File: src/hw/rtl/scit_pkg.sv
// ----------------------------------------------------------------------------
// Calibration table package
// Shared widths, constants, status codes, the arctangent table and the
// command/status structs that join the controller and the datapath.
// ----------------------------------------------------------------------------
package scit_pkg;

  // Field widths.
  localparam int FREQ_W = 33;
  localparam int CORR_W = 16;
  localparam int ANG_W  = 15;
  localparam int STAT_W = 2;

  // CORDIC datapath sizing.
  localparam int CORDIC_STEPS = 16;
  localparam int STEP_W       = 4;
  localparam int XY_W         = 25;
  localparam int Z_W          = 24;
  localparam int ATAN_W       = 21;
  localparam int XY_INIT      = 1790862;

  // Angle limits in 1/64 degree.
  localparam int FULL_TURN    = 23040;
  localparam int HALF_TURN    = 11520;
  localparam int QUARTER_TURN = 5760;
  localparam int PHASE_LIMIT  = 11520;
  localparam int CORR_LIMIT   = 23040;

  // Interpolation product and serial divider.
  localparam int PROD_W    = 49;
  localparam int DIV_CNT_W = 6;

  // Result status codes.
  typedef enum logic [STAT_W-1:0] {
    STATUS_QUERY   = 2'd0,
    STATUS_UPDATED = 2'd1,
    STATUS_ADDED   = 2'd2,
    STATUS_FULL    = 2'd3
  } status_t;

  // Result source selection.
  typedef enum logic [2:0] {
    RES_ZERO   = 3'd0,
    RES_ADD    = 3'd1,
    RES_CUR    = 3'd2,
    RES_PREV   = 3'd3,
    RES_INTERP = 3'd4
  } res_sel_t;

  // Commands from the controller to the datapath.
  typedef struct packed {
    logic     load;
    logic     cordic_step;
    logic     rd_scan;
    logic     scan_next;
    logic     shift_init;
    logic     rd_shift;
    logic     shift_wr;
    logic     new_wr;
    logic     count_inc;
    logic     mul;
    logic     div_step;
    logic     res_load;
    res_sel_t res_sel;
    status_t  status;
    logic     out_load;
  } cmd_t;

  // Status from the datapath to the controller.
  typedef struct packed {
    logic query;
    logic enable;
    logic empty;
    logic full;
    logic cordic_last;
    logic at_end;
    logic hit;
    logic eq;
    logic first;
    logic shift_last;
    logic div_last;
    logic out_busy;
  } sts_t;

  // Arctangent of 2^-i in 1/16384 degree.
  function automatic logic [ATAN_W-1:0] atan_angle(input logic [STEP_W-1:0] step);
    logic [ATAN_W-1:0] a;
    unique case (step)
      4'd0:  a = 21'd737280;
      4'd1:  a = 21'd435242;
      4'd2:  a = 21'd229970;
      4'd3:  a = 21'd116736;
      4'd4:  a = 21'd58595;
      4'd5:  a = 21'd29326;
      4'd6:  a = 21'd14667;
      4'd7:  a = 21'd7334;
      4'd8:  a = 21'd3667;
      4'd9:  a = 21'd1833;
      4'd10: a = 21'd917;
      4'd11: a = 21'd458;
      4'd12: a = 21'd229;
      4'd13: a = 21'd115;
      4'd14: a = 21'd57;
      4'd15: a = 21'd29;
    endcase
    return a;
  endfunction

endpackage

File: src/hw/rtl/sorted_calibration_interpolation_table_unit.sv
// Add item: the CORDIC rotation, a scan of the entries up to the key, then a read and a write per shifted entry.
// Query item: a scan of the entries, plus a multiply and a 49-step divide when it interpolates.
// One item at a time; the next is taken once the result is in the output register.
// Reset empties the table and clears the enable register; no clearing pass is run.
// ----------------------------------------------------------------------------
// Sorted calibration interpolation table
// Frequency-sorted phase correction table with CORDIC sine, insert-in-order,
// and piecewise linear lookup through a serial divider.
// ----------------------------------------------------------------------------
module sorted_calibration_interpolation_table_unit #(
  parameter int TABLE_DEPTH = 16
) (
  input  logic                                clk,
  input  logic                                rst,
  input  logic                                cfg_valid,
  output logic                                cfg_ready,
  input  logic                                correction_enable,
  input  logic                                in_valid,
  output logic                                in_ready,
  input  logic                                kind,
  input  logic [scit_pkg::FREQ_W-1:0]         frequency,
  input  logic signed [scit_pkg::ANG_W-1:0]   measured_phase,
  input  logic signed [scit_pkg::ANG_W-1:0]   known_azimuth,
  output logic                                out_valid,
  input  logic                                out_ready,
  output logic signed [scit_pkg::CORR_W-1:0]  correction,
  output logic [scit_pkg::STAT_W-1:0]         status,
  output logic [$clog2(TABLE_DEPTH+1)-1:0]    entry_count
);

  scit_pkg::cmd_t cmd;
  scit_pkg::sts_t sts;

  // The enable register takes a write in any cycle.
  assign cfg_ready = 1'b1;

  // Sequencer.
  scit_ctrl u_ctrl (
    .clk      (clk),
    .rst      (rst),
    .in_valid (in_valid),
    .in_ready (in_ready),
    .sts      (sts),
    .cmd      (cmd)
  );

  // Table, arithmetic and output register.
  scit_dp #(
    .TABLE_DEPTH (TABLE_DEPTH)
  ) u_dp (
    .clk               (clk),
    .rst               (rst),
    .cmd               (cmd),
    .sts               (sts),
    .cfg_valid         (cfg_valid),
    .correction_enable (correction_enable),
    .kind              (kind),
    .frequency         (frequency),
    .measured_phase    (measured_phase),
    .known_azimuth     (known_azimuth),
    .out_ready         (out_ready),
    .out_valid         (out_valid),
    .correction        (correction),
    .status            (status),
    .entry_count       (entry_count)
  );

endmodule

File: src/hw/rtl/scit_ctrl.sv
// ----------------------------------------------------------------------------
// Calibration table controller
// One-hot state machine that sequences the sine rotation, the table scan,
// the insert shift, the interpolation divide and the result hand-off.
// ----------------------------------------------------------------------------
module scit_ctrl (
  input  logic            clk,
  input  logic            rst,
  input  logic            in_valid,
  output logic            in_ready,
  input  scit_pkg::sts_t  sts,
  output scit_pkg::cmd_t  cmd
);

  typedef enum logic [11:0] {
    S_IDLE     = 12'b0000_0000_0001,
    S_DISPATCH = 12'b0000_0000_0010,
    S_CORDIC   = 12'b0000_0000_0100,
    S_SCAN_RD  = 12'b0000_0000_1000,
    S_SCAN_CHK = 12'b0000_0001_0000,
    S_SHIFT_RD = 12'b0000_0010_0000,
    S_SHIFT_WR = 12'b0000_0100_0000,
    S_INSERT   = 12'b0000_1000_0000,
    S_MUL      = 12'b0001_0000_0000,
    S_DIV      = 12'b0010_0000_0000,
    S_INTERP   = 12'b0100_0000_0000,
    S_FIN      = 12'b1000_0000_0000
  } state_t;

  state_t state, state_next;

  // State register.
  always_ff @(posedge clk) begin
    if (rst) begin
      state <= S_IDLE;
    end else begin
      state <= state_next;
    end
  end

  // Next state and command decode.
  always_comb begin
    state_next = state;
    cmd        = '0;
    in_ready   = 1'b0;
    unique case (state)
      S_IDLE: begin
        in_ready = 1'b1;
        if (in_valid) begin
          cmd.load   = 1'b1;
          state_next = S_DISPATCH;
        end
      end
      S_DISPATCH: begin
        if (sts.query) begin
          if (!sts.enable || sts.empty) begin
            cmd.res_load = 1'b1;
            cmd.res_sel  = scit_pkg::RES_ZERO;
            cmd.status   = scit_pkg::STATUS_QUERY;
            state_next   = S_FIN;
          end else begin
            state_next = S_SCAN_RD;
          end
        end else begin
          state_next = S_CORDIC;
        end
      end
      S_CORDIC: begin
        cmd.cordic_step = 1'b1;
        if (sts.cordic_last) begin
          state_next = S_SCAN_RD;
        end
      end
      S_SCAN_RD: begin
        if (sts.at_end) begin
          // No entry at or above the key.
          if (sts.query) begin
            cmd.res_load = 1'b1;
            cmd.res_sel  = scit_pkg::RES_PREV;
            cmd.status   = scit_pkg::STATUS_QUERY;
            state_next   = S_FIN;
          end else if (sts.full) begin
            cmd.res_load = 1'b1;
            cmd.res_sel  = scit_pkg::RES_ADD;
            cmd.status   = scit_pkg::STATUS_FULL;
            state_next   = S_FIN;
          end else begin
            state_next = S_INSERT;
          end
        end else begin
          cmd.rd_scan = 1'b1;
          state_next  = S_SCAN_CHK;
        end
      end
      S_SCAN_CHK: begin
        if (!sts.hit) begin
          cmd.scan_next = 1'b1;
          state_next    = S_SCAN_RD;
        end else if (sts.query) begin
          if (sts.eq || sts.first) begin
            cmd.res_load = 1'b1;
            cmd.res_sel  = scit_pkg::RES_CUR;
            cmd.status   = scit_pkg::STATUS_QUERY;
            state_next   = S_FIN;
          end else begin
            state_next = S_MUL;
          end
        end else if (sts.eq) begin
          cmd.new_wr   = 1'b1;
          cmd.res_load = 1'b1;
          cmd.res_sel  = scit_pkg::RES_ADD;
          cmd.status   = scit_pkg::STATUS_UPDATED;
          state_next   = S_FIN;
        end else if (sts.full) begin
          cmd.res_load = 1'b1;
          cmd.res_sel  = scit_pkg::RES_ADD;
          cmd.status   = scit_pkg::STATUS_FULL;
          state_next   = S_FIN;
        end else begin
          cmd.shift_init = 1'b1;
          state_next     = S_SHIFT_RD;
        end
      end
      S_SHIFT_RD: begin
        cmd.rd_shift = 1'b1;
        state_next   = S_SHIFT_WR;
      end
      S_SHIFT_WR: begin
        cmd.shift_wr = 1'b1;
        if (sts.shift_last) begin
          state_next = S_INSERT;
        end else begin
          state_next = S_SHIFT_RD;
        end
      end
      S_INSERT: begin
        cmd.new_wr    = 1'b1;
        cmd.count_inc = 1'b1;
        cmd.res_load  = 1'b1;
        cmd.res_sel   = scit_pkg::RES_ADD;
        cmd.status    = scit_pkg::STATUS_ADDED;
        state_next    = S_FIN;
      end
      S_MUL: begin
        cmd.mul    = 1'b1;
        state_next = S_DIV;
      end
      S_DIV: begin
        cmd.div_step = 1'b1;
        if (sts.div_last) begin
          state_next = S_INTERP;
        end
      end
      S_INTERP: begin
        cmd.res_load = 1'b1;
        cmd.res_sel  = scit_pkg::RES_INTERP;
        cmd.status   = scit_pkg::STATUS_QUERY;
        state_next   = S_FIN;
      end
      S_FIN: begin
        if (!sts.out_busy) begin
          cmd.out_load = 1'b1;
          state_next   = S_IDLE;
        end
      end
      default: begin
        state_next = S_IDLE;
      end
    endcase
  end

endmodule

File: src/hw/rtl/scit_dp.sv
// ----------------------------------------------------------------------------
// Calibration table datapath
// Item registers, sine CORDIC, sorted table memory, scan and shift pointers,
// interpolation multiplier, serial divider and the output register.
// ----------------------------------------------------------------------------
module scit_dp #(
  parameter int TABLE_DEPTH = 16
) (
  input  logic                                     clk,
  input  logic                                     rst,
  input  scit_pkg::cmd_t                           cmd,
  output scit_pkg::sts_t                           sts,
  input  logic                                     cfg_valid,
  input  logic                                     correction_enable,
  input  logic                                     kind,
  input  logic [scit_pkg::FREQ_W-1:0]              frequency,
  input  logic signed [scit_pkg::ANG_W-1:0]        measured_phase,
  input  logic signed [scit_pkg::ANG_W-1:0]        known_azimuth,
  input  logic                                     out_ready,
  output logic                                     out_valid,
  output logic signed [scit_pkg::CORR_W-1:0]       correction,
  output logic [scit_pkg::STAT_W-1:0]              status,
  output logic [$clog2(TABLE_DEPTH+1)-1:0]         entry_count
);

  localparam int ADDR_W  = $clog2(TABLE_DEPTH);
  localparam int CNT_W   = $clog2(TABLE_DEPTH + 1);
  localparam int ENTRY_W = scit_pkg::FREQ_W + scit_pkg::CORR_W;
  localparam int FW      = scit_pkg::FREQ_W;
  localparam int CW      = scit_pkg::CORR_W;
  localparam int XW      = scit_pkg::XY_W;
  localparam int ZW      = scit_pkg::Z_W;
  localparam int PW      = scit_pkg::PROD_W;
  localparam int DIV_CNT_W_L = scit_pkg::DIV_CNT_W;

  // Configuration and item registers.
  logic                              enable_q;
  logic                              kind_q;
  logic [FW-1:0]                     freq_q;
  logic signed [scit_pkg::ANG_W-1:0] phase_q;

  // CORDIC state.
  logic signed [XW-1:0]               x_q, y_q, dx, dy;
  logic signed [ZW-1:0]               z_q, at;
  logic [scit_pkg::STEP_W-1:0]        iter_q;
  logic signed [15:0]                 az_f;

  // Table pointers and memory.
  logic [CNT_W-1:0]   count_q, idx_q;
  logic [ADDR_W-1:0]  sh_q;
  logic [ENTRY_W-1:0] mem [TABLE_DEPTH];
  logic [ENTRY_W-1:0] rdata, wdata;
  logic [ADDR_W-1:0]  waddr, raddr;
  logic               we, re;
  logic [FW-1:0]      rd_f, prev_f;
  logic signed [CW-1:0] rd_c, prev_c;

  // Interpolation.
  logic [PW-1:0]          dq;
  logic [FW-1:0]          rem_q, den_q;
  logic [DIV_CNT_W_L-1:0] dcnt;
  logic                   neg_q;
  logic signed [CW-1:0]   lo_c;
  logic signed [CW:0]     d17;
  logic [CW-1:0]          d_mag;
  logic [FW:0]            div_t;
  logic                   div_ge;
  logic [CW:0]            interp17;

  // Add correction and result.
  logic signed [XW-1:0] y_rnd, e_full;
  logic signed [CW-1:0] e16, add_corr;
  logic signed [CW:0]   diff;
  logic signed [CW-1:0] res_q;
  scit_pkg::status_t    stat_q;

  // Wrap the azimuth into one turn and fold it into the right half plane.
  always_comb begin
    az_f = {known_azimuth[scit_pkg::ANG_W-1], known_azimuth};
    if (az_f >= scit_pkg::HALF_TURN) begin
      az_f = 16'(az_f - scit_pkg::FULL_TURN);
    end
    if (az_f < -scit_pkg::HALF_TURN) begin
      az_f = 16'(az_f + scit_pkg::FULL_TURN);
    end
    if (az_f > scit_pkg::QUARTER_TURN) begin
      az_f = 16'(scit_pkg::HALF_TURN - az_f);
    end
    if (az_f < -scit_pkg::QUARTER_TURN) begin
      az_f = 16'(-scit_pkg::HALF_TURN - az_f);
    end
  end

  // One CORDIC rotation per step.
  always_comb begin
    dx = y_q >>> iter_q;
    dy = x_q >>> iter_q;
    at = ZW'(scit_pkg::atan_angle(iter_q));
  end

  // Expected phase rounded and clamped, then the saturated correction.
  always_comb begin
    y_rnd  = y_q + XW'(128);
    e_full = y_rnd >>> 8;
    if (e_full > scit_pkg::PHASE_LIMIT) begin
      e16 = 16'(scit_pkg::PHASE_LIMIT);
    end else if (e_full < -scit_pkg::PHASE_LIMIT) begin
      e16 = 16'(-scit_pkg::PHASE_LIMIT);
    end else begin
      e16 = e_full[CW-1:0];
    end
    diff = 17'(e16) - 17'(phase_q);
    if (diff > scit_pkg::CORR_LIMIT) begin
      add_corr = 16'(scit_pkg::CORR_LIMIT);
    end else if (diff < -scit_pkg::CORR_LIMIT) begin
      add_corr = 16'(-scit_pkg::CORR_LIMIT);
    end else begin
      add_corr = diff[CW-1:0];
    end
  end

  // Memory port selection.
  always_comb begin
    rd_f  = rdata[ENTRY_W-1:CW];
    rd_c  = rdata[CW-1:0];
    we    = cmd.shift_wr | cmd.new_wr;
    re    = cmd.rd_scan | cmd.rd_shift;
    waddr = cmd.shift_wr ? ADDR_W'(sh_q + 1'b1) : idx_q[ADDR_W-1:0];
    wdata = cmd.shift_wr ? rdata : {freq_q, add_corr};
    raddr = cmd.rd_shift ? sh_q : idx_q[ADDR_W-1:0];
  end

  // Table memory with registered read data.
  always_ff @(posedge clk) begin
    if (we) begin
      mem[waddr] <= wdata;
    end
    if (re) begin
      rdata <= mem[raddr];
    end
  end

  // Divider step and interpolated value.
  always_comb begin
    d17      = 17'(rd_c) - 17'(prev_c);
    d_mag    = d17[CW] ? CW'(-d17) : d17[CW-1:0];
    div_t    = {rem_q, dq[PW-1]};
    div_ge   = div_t >= {1'b0, den_q};
    interp17 = neg_q ? 17'(lo_c) - {1'b0, dq[CW-1:0]}
                     : 17'(lo_c) + {1'b0, dq[CW-1:0]};
  end

  // Control registers.
  always_ff @(posedge clk) begin
    if (rst) begin
      enable_q  <= 1'b0;
      count_q   <= '0;
      out_valid <= 1'b0;
    end else begin
      if (cfg_valid) begin
        enable_q <= correction_enable;
      end
      if (cmd.count_inc) begin
        count_q <= count_q + 1'b1;
      end
      if (cmd.out_load) begin
        out_valid <= 1'b1;
      end else if (out_ready) begin
        out_valid <= 1'b0;
      end
    end
  end

  // Datapath registers.
  always_ff @(posedge clk) begin
    if (cmd.load) begin
      kind_q  <= kind;
      freq_q  <= frequency;
      phase_q <= measured_phase;
      x_q     <= XW'(scit_pkg::XY_INIT);
      y_q     <= '0;
      z_q     <= {az_f, 8'd0};
      iter_q  <= '0;
      idx_q   <= '0;
    end
    if (cmd.cordic_step) begin
      if (!z_q[ZW-1]) begin
        x_q <= x_q - dx;
        y_q <= y_q + dy;
        z_q <= z_q - at;
      end else begin
        x_q <= x_q + dx;
        y_q <= y_q - dy;
        z_q <= z_q + at;
      end
      iter_q <= iter_q + 1'b1;
    end
    if (cmd.scan_next) begin
      prev_f <= rd_f;
      prev_c <= rd_c;
      idx_q  <= idx_q + 1'b1;
    end
    if (cmd.shift_init) begin
      sh_q <= ADDR_W'(count_q - 1'b1);
    end
    if (cmd.shift_wr) begin
      sh_q <= sh_q - 1'b1;
    end
    if (cmd.mul) begin
      dq    <= PW'(freq_q - prev_f) * PW'(d_mag);
      den_q <= rd_f - prev_f;
      rem_q <= '0;
      dcnt  <= '0;
      neg_q <= d17[CW];
      lo_c  <= prev_c;
    end
    if (cmd.div_step) begin
      rem_q <= div_ge ? FW'(div_t - {1'b0, den_q}) : div_t[FW-1:0];
      dq    <= {dq[PW-2:0], div_ge};
      dcnt  <= dcnt + 1'b1;
    end
    if (cmd.res_load) begin
      stat_q <= cmd.status;
      unique case (cmd.res_sel)
        scit_pkg::RES_ZERO:   res_q <= '0;
        scit_pkg::RES_ADD:    res_q <= add_corr;
        scit_pkg::RES_CUR:    res_q <= rd_c;
        scit_pkg::RES_PREV:   res_q <= prev_c;
        scit_pkg::RES_INTERP: res_q <= interp17[CW-1:0];
        default:              res_q <= '0;
      endcase
    end
    if (cmd.out_load) begin
      correction  <= res_q;
      status      <= stat_q;
      entry_count <= count_q;
    end
  end

  // Status toward the controller.
  always_comb begin
    sts.query       = kind_q;
    sts.enable      = enable_q;
    sts.empty       = count_q == '0;
    sts.full        = count_q == CNT_W'(TABLE_DEPTH);
    sts.cordic_last = iter_q == scit_pkg::STEP_W'(scit_pkg::CORDIC_STEPS - 1);
    sts.at_end      = idx_q == count_q;
    sts.hit         = rd_f >= freq_q;
    sts.eq          = rd_f == freq_q;
    sts.first       = idx_q == '0;
    sts.shift_last  = CNT_W'(sh_q) == idx_q;
    sts.div_last    = dcnt == DIV_CNT_W_L'(PW - 1);
    sts.out_busy    = out_valid && !out_ready;
  end

endmodule

File: config.mk
export PLATFORM = sky130hd
export DESIGN_NAME = sorted_calibration_interpolation_table_unit
export DESIGN_NICKNAME = d
export VERILOG_FILES = /design/src/hw/rtl/scit_pkg.sv /design/src/hw/rtl/sorted_calibration_interpolation_table_unit.sv /design/src/hw/rtl/scit_ctrl.sv /design/src/hw/rtl/scit_dp.sv
export SDC_FILE = /design/constraint.sdc
export NUM_CORES = 2
export LEC_CHECK = 0
export BUFFER_PORTS_ARGS = -buffer_cell sky130_fd_sc_hd__buf_2
export CAP_MARGIN = 15
export CORE_ASPECT_RATIO = 0.5
export CORE_MARGIN = 4
export CORE_UTILIZATION = 55
export DETAILED_ROUTE_END_ITERATION = 8
export GPL_TIMING_DRIVEN = 0
export PLACE_DENSITY = 0.71
export SLEW_MARGIN = 5
export SYNTH_ARGS = -nofsm -noshare
export SYNTH_HDL_FRONTEND = slang
export SYNTH_SLANG_ARGS = --single-unit
File: constraint.sdc
create_clock -name clk -period 25.3 [get_ports clk]
set_input_delay 2.53 -clock clk [delete_from_list [all_inputs] [get_ports clk]]
set_output_delay 2.53 -clock clk [all_outputs]
set_load 0.005 [all_outputs]
Word-level counts from Yosys, hierarchy flattened
Memories as Yosys holds them, arrays and structs flattened. A register that Yosys moved wholly into a read port is not among the register bits.
Cells that the tools add are included.
{"block": "word_totals", "ram_bits": 784, "register_bits": 383, "mem_bits_ro": 320, "word_cells": 199, "memories": 2, "latch_bits": 0, "output_inout_bits": 26}
{"memory": "u_dp.mem", "depth": 16, "width": 49, "read_ports": 1, "rd_ports_with_merged_regs": 1, "wr": 1, "line_no": "scit_dp.sv:51", "source": "logic [ENTRY_W-1:0] mem [TABLE_DEPTH];"}
{"memory": "(name not given)", "depth": 16, "width": 20, "read_ports": 1, "rd_ports_with_merged_regs": 1, "wr": 0, "line_no": "scit_pkg.sv:88", "source": "unique case (step)"}
{"block": "classes", "mul": 1, "n_shift": 2, "n_addsub": 26, "bitwise": 2, "muxes": 90, "div_mod_pow": 0, "magnitude_cmp": 10, "n_eq_ne": 26, "reduce_logical": 14}
{"cell": "$mux W12", "count": 14}
{"cell": "$mux W16", "count": 10}
{"cell": "$mux W25", "count": 6}
{"cell": "$mux W49", "count": 3}
{"cell": "$pmux W12 S11", "count": 1}
{"cell": "$mux W33", "count": 3}
{"cell": "$mux W24", "count": 3}
{"cell": "$mux W6", "count": 11}
{"cell": "$sub A33 B33 Y33", "count": 2}
{"cell": "$pmux W16 S4", "count": 1}
{"cell": "$add A25 B25 Y25", "count": 2}
{"cell": "$sshr A25 B4 Y25", "count": 2}
{"cell": "$sub A25 B25 Y25", "count": 2}
{"cell": "$mul A49 B16 Y49", "count": 1}
{"cell": "$ge A34 B33 Y1", "count": 1}
{"cell": "$sub A33 B33 Y34", "count": 1}
{"cell": "$eq A33 B33 Y1", "count": 1}
{"cell": "$ge A33 B33 Y1", "count": 1}
{"cell": "$sub A15 B16 Y16 const A", "count": 2}
{"cell": "$pmux W6 S5", "count": 1}
{"cell": "$mux W4", "count": 7}
{"cell": "$add A25 B9 Y25 const B", "count": 1}
{"cell": "$mux W1", "count": 25}
{"cell": "$add A24 B22 Y24", "count": 1}
{"cell": "53 further kinds", "count": 69}

Depth between registers and ports, before layout
{"block": "logic_depth", "ltp_word": 10, "ltp_mapped": 46}

Cells and area by module
A second synthesis with hierarchy kept.
{"block": "hier_totals", "cells_unflattened": 7128, "hier_area_um2": 82645.5}
{"module": "scit_dp", "area_each_um2": 81634.5, "n_inst": 1, "cells_each": 6996}
{"module": "scit_ctrl", "area_each_um2": 999.7, "n_inst": 1, "cells_each": 130}
{"module": "sorted_calibration_interpolation_table_unit", "area_each_um2": 11.3, "n_inst": 1, "cells_each": 2}

Least setup slack after synthesis
Ideal clock, no wire load.
{"block": "synth_timing", "path_kind": "reg2reg", "start": "register u_dp.prev_c[0]", "end": "register u_dp.dq[47], data pin", "required_time_ps": 25032, "stages_incl_launch_ff": 38, "path_buffers": 1, "path_slack_ps": 15027, "period_less_slack_ps": 10273, "arrival_time_ps": 10006, "setup_ps": 268, "cell_sequence": "edfxtp_1 > ha_1 > fa_1 > xor2_1 > nand3_1 > or3_1 > or3_1 > nor4bb_1 > nand3_1 > o31ai_1 > xor2_1 > xnor2_1 > clkbuf_1 > nor2_1 > fa_1 > fa_1 > fa_1 > fa_1 > [2 not listed] > fa_1 > inv_1 > ha_1 > o21a_1 > o21ai_0 > nand2b_1 > a21oi_1 > nor2_1 > o31a_1 > a311oi_1 > o31ai_1 > a221o_1 > a221oi_1 > o21ai_0 > a21o_1 > a21oi_1 > xor2_1 > o21ai_0"}
{"block": "synth_via", "elab_chain_cells": 6}
{"element": "start: declaration", "line_no": "scit_dp.sv:56", "source": "logic signed [CW-1:0] rd_c, prev_c;"}
{"element": "start signal: assignment", "line_no": "scit_dp.sv:200", "source": "prev_c <= rd_c;"}
{"element": "$sub A16 B16 Y17 (*)", "line_no": "scit_dp.sv:145", "source": "d17 = 17'(rd_c) - 17'(prev_c);"}
{"element": "$neg A16 Y16", "line_no": "scit_dp.sv:146", "source": "d_mag = d17[CW] ? CW'(-d17) : d17[CW-1:0];"}
{"element": "$mux W16 (*)", "line_no": "scit_dp.sv:146"}
{"element": "$mul A49 B16 Y49 (*)", "line_no": "scit_dp.sv:210", "source": "dq <= PW'(freq_q - prev_f) * PW'(d_mag);"}
{"element": "$mux W49 (*)", "line_no": "scit_dp.sv:209", "source": "if (cmd.mul) begin"}
{"element": "$mux W49 (*)", "line_no": "scit_dp.sv:217", "source": "if (cmd.div_step) begin"}
{"element": "end signal: assignment", "line_no": "scit_dp.sv:210"}
{"element": "end signal: assignment", "line_no": "scit_dp.sv:219", "source": "dq <= {dq[PW-2:0], div_ge};"}
{"element": "end: declaration", "line_no": "scit_dp.sv:59", "source": "logic [PW-1:0] dq;"}
Every way passes the cells marked *; elsewhere a longest branch is shown, timed or not. The select of a mux whose other input is x is not followed.
A chain may end at the register's enable or synchronous reset.

Final worst setup path
Same ends and word-level chain as after synthesis.

==> impl_metrics.yaml <==
setup_path:
  cp_slowest_cell: "clkbuf_1"
  crit_type: "reg2reg"
  crit_arrival_ns: 13.71
  cp-start-kind: "flop"
  required_ns: 25.69
  end_kind: "flop"
  crit_top_cell: "fa_1"
  cp_max_fo: 10
  critPathMaxStageDelay_ns: 0.76
synth:
  synthesis.area_mm2: 0.08238
  syn_nets: 8782
  synth-adder-area-share_pct: 18.03
  synth_area_leaders: "edfxtp_1 44%, fa_1 13%, ha_1 5.5%"
  synth-simple-area-share_pct: 13.47
  synth_edf_count: 1197
  syn-instance-count: 7836
  synth_compound_area_share_pct: 12.64
  synth_warnings: 0
  synth-xor-area-share_pct: 3.998
  synthDistinctLibCells: 96
  synth_top_area_share_pct: 43.63
  yosysTopAreaCell: "edfxtp_1"
  synth_top_family_by_area: "adder cells"
  yosysSeqAreaShare_pct: 44.58
  async_flop_share_pct: 0
  avgSynthCellArea_um2: 10.51
  synthMuxAreaShare_pct: 1.713
  ys.flop_type: "edfxtp_1"
  synth_seq_cells: 1236
timing:
  max_freq_mhz: 75.09
  slew_headroom_pct: 15.35
  finalCritPeriodShare_pct: 52.64
  period_minus_slack_ns: 13.32
  rsz0062_at_grt: "false"
  hold_viol: 0
  finalSetupViolations: 0
  worstMarginPinSlew_ns: 1.266
  finalClockSkew_ns: 0.08132
  tns_ns: 0
  drv_slew: 0
floorplanning:
  rows: 100
  core_area_mm2: 0.1488
  start_util_pct: 55.37
  die_area_mm2: 0.1564
  die_w_um: 555.3
  die_height_um: 281.7
  io_pins: 96
routing:
  vias: 60860
  firstDrtPassIters: 8
  drt_wl_total_mm: 231.1
  dr.first_iter.drc_count: 6399
  ant_nets: 0
  drc: 0
  post_drt_via_cell_ratio: 5.954
  wl_per_cell_um: 22.61
status:
  status: "finished clean"
grt:
  grt_start_max_net_pins: 60
  grt_pass1_vias: 58960
  grt_pass1_wl_mm: 353.3
  antenna_found_initial: 5
  grt_remaining_overflow: 0
  grtUsageTotal_pct: 29.34
layout:
  nNetsFinal: 9084
  seq_area_mm2: 0.03673
  layout-drive-gt1-share_pct: 6.063
  multi_input_comb_area_mm2: 0.04137
  area_growth_pct: 9.930
  nFillCells: 11990
clock_tree:
  clock-sinks: 1236
  cts_hold_buf: 0
  cts_tree: "done"
  postCtsSetupRepairBufs: 0
  clk_pin_slew_ns: 0.07
  clkLatencyLatePin_ns: 0.75
  clk_path_buf_depth: 3
  cts_root_buf: "clkbuf_16"
  htree_levels: 3
  cts_buffers: 107
  cts-resized-gates: 0
place:
  gp_congestion: 0.9606
  dp_hpwl_mm: 174.8
  numPortBuffers: 89
job:
  cap_violations: 0
worst_hold_path:
  worstHoldPathType: "reg2reg"
==> logic make-up after synthesis <==
family | Yosys count
compound gates | 1598
xor+xnor | 376
fa+ha+maj | 877
buf+inv | 1216
flops | 1236
mux | 111
other cells | 1
simple gates | 2421
==> Yosys cell counts, types with 100 or more instances <==
master / instances
o21ai_0: 256
nor2_1: 496
a21oi_1: 438
ha_1: 359
a31oi_1: 132
and2_1: 244
a211oi_1: 272
xor2_1: 151
xnor2_1: 225
nand2_1: 1100
a21o_1: 100
a311oi_1: 104
edfxtp_1: 1197
inv_1: 839
fa_1: 517
clkbuf_1: 350
nor2b_1: 127
==> sequential cells by signal, indices dropped and copies added, names as in the netlist, 16 cells and up <==
register and flops:
u_dp.rdata 49, u_dp.rem_q 33, u_dp.lo_c 16, u_dp.prev_c 16
u_dp.res_q 16, u_dp.prev_f 33, u_dp.correction 16, u_dp.mem 784
u_dp.x_q 25, u_dp.z_q 24, u_dp.at 20, u_dp.y_q 25
u_dp.freq_q 33, u_dp.den_q 33, u_dp.dq 49
==> layout by cell type, fill, tap and decap left out, types with 58 or more instances in the layout <==
| cell | Yosys | final |
|---|---|---|
| nand2b_1 | 94 | 94 |
| buf_2 | 3 | 93 |
| a211oi_1 | 272 | 272 |
| a21oi_1 | 438 | 437 |
| a21o_1 | 100 | 100 |
| ha_1 | 359 | 359 |
| mux2i_1 | 69 | 68 |
| nor3_1 | 87 | 87 |
| xnor2_1 | 225 | 215 |
| clkbuf_1 | 350 | 364 |
| xor2_1 | 151 | 148 |
| edfxtp_1 | 1197 | 1197 |
| nand2_1 | 1100 | 1098 |
| nor2_1 | 496 | 480 |
| o21ai_0 | 256 | 222 |
| nand3_1 | 70 | 70 |
| a31oi_1 | 132 | 132 |
| nor2b_1 | 127 | 126 |
| and2_1 | 244 | 243 |
| inv_1 | 839 | 836 |
| a311oi_1 | 104 | 104 |
| clkbuf_16 | 0 | 108 |
| fa_1 | 517 | 517 |
| o21a_1 | 58 | 58 |
==> path summary, 6_finish.rpt <==
check / startpoint / endpoint / slack (ns) / cells after the start
setup reg to reg: u_dp.prev_c[0] / u_dp.dq[47] / 11.98 / 36
hold / removal: u_dp.res_q[2] / u_dp.correction[2] / 0.41 / 0
hold reg to reg: u_dp.res_q[2] / u_dp.correction[2] / 0.41 / 0
setup / recovery: u_dp.prev_c[0] / u_dp.dq[47] / 11.98 / 36
==> worst max-delay path: cells and delay by family (launching register included) <==
family / cells / cell delay [ns]
adder cells (fa/ha/maj): 9 / 4.30
AO/OA/AOI/OAI: 12 / 3.65
AND/OR/NAND/NOR: 7 / 2.08
XOR/XNOR: 4 / 1.54
buffers and inverters: 4 / 0.96
flip-flops: 1 / 0.46
==> cell type report <==
| class | count | share of cell area (%) |
|---|---|---|
| diodes | 2 | 0.005527 |
| inverters | 842 | 3.493 |
| clock inverters | 75 | 0.9022 |
| multi-input cells | 5384 | 45.69 |
| plain buffers | 374 | 1.567 |
| clock buffers | 126 | 3.103 |
| well taps | 1989 | 2.748 |
| repair buffers | 193 | 1.941 |
| flip-flops and latches | 1236 | 40.55 |
==> routing by layer <==
| metal | track usage [%] | wire length, µm | up-vias | share of wire [%] |
|---|---|---|---|---|
| met1 | 42.80 | 98470 | 29980 | 43 |
| met2 | 45.52 | 102300 | 2769 | 44 |
| met3 | 5.412 | 23640 | 368 | 10 |
| met5 | 0 | 13 | - | 0.0056 |
| met4 | 7.887 | 6673 | 2 | 2.9 |
| li1 | - | - | 27740 | - |
==> metrics by stage <==
stage / cell area, µm² / worst slack, ns / util [%] / cells / hold WS [ns]
after detailed placement: 86870 / 12.10 / 58.39 / 10010 / 0.4056
after global placement: 85310 / 11.63 / 57.35 / 9914 / 0.4050
after global routing: 90550 / 11.51 / 60.87 / 10220 / 0.4253
after CTS: 90500 / 12.06 / 60.83 / 10210 / 0.4119
final: 90560 / 11.98 / 60.87 / 10220 / 0.4115
after floorplan: 82380 / 15.03 / - / 7836 / 0.4003
Power is left out: the tool's default activity adds up to more than one toggle a clock period on the data nets, which glitch-free logic cannot reach.
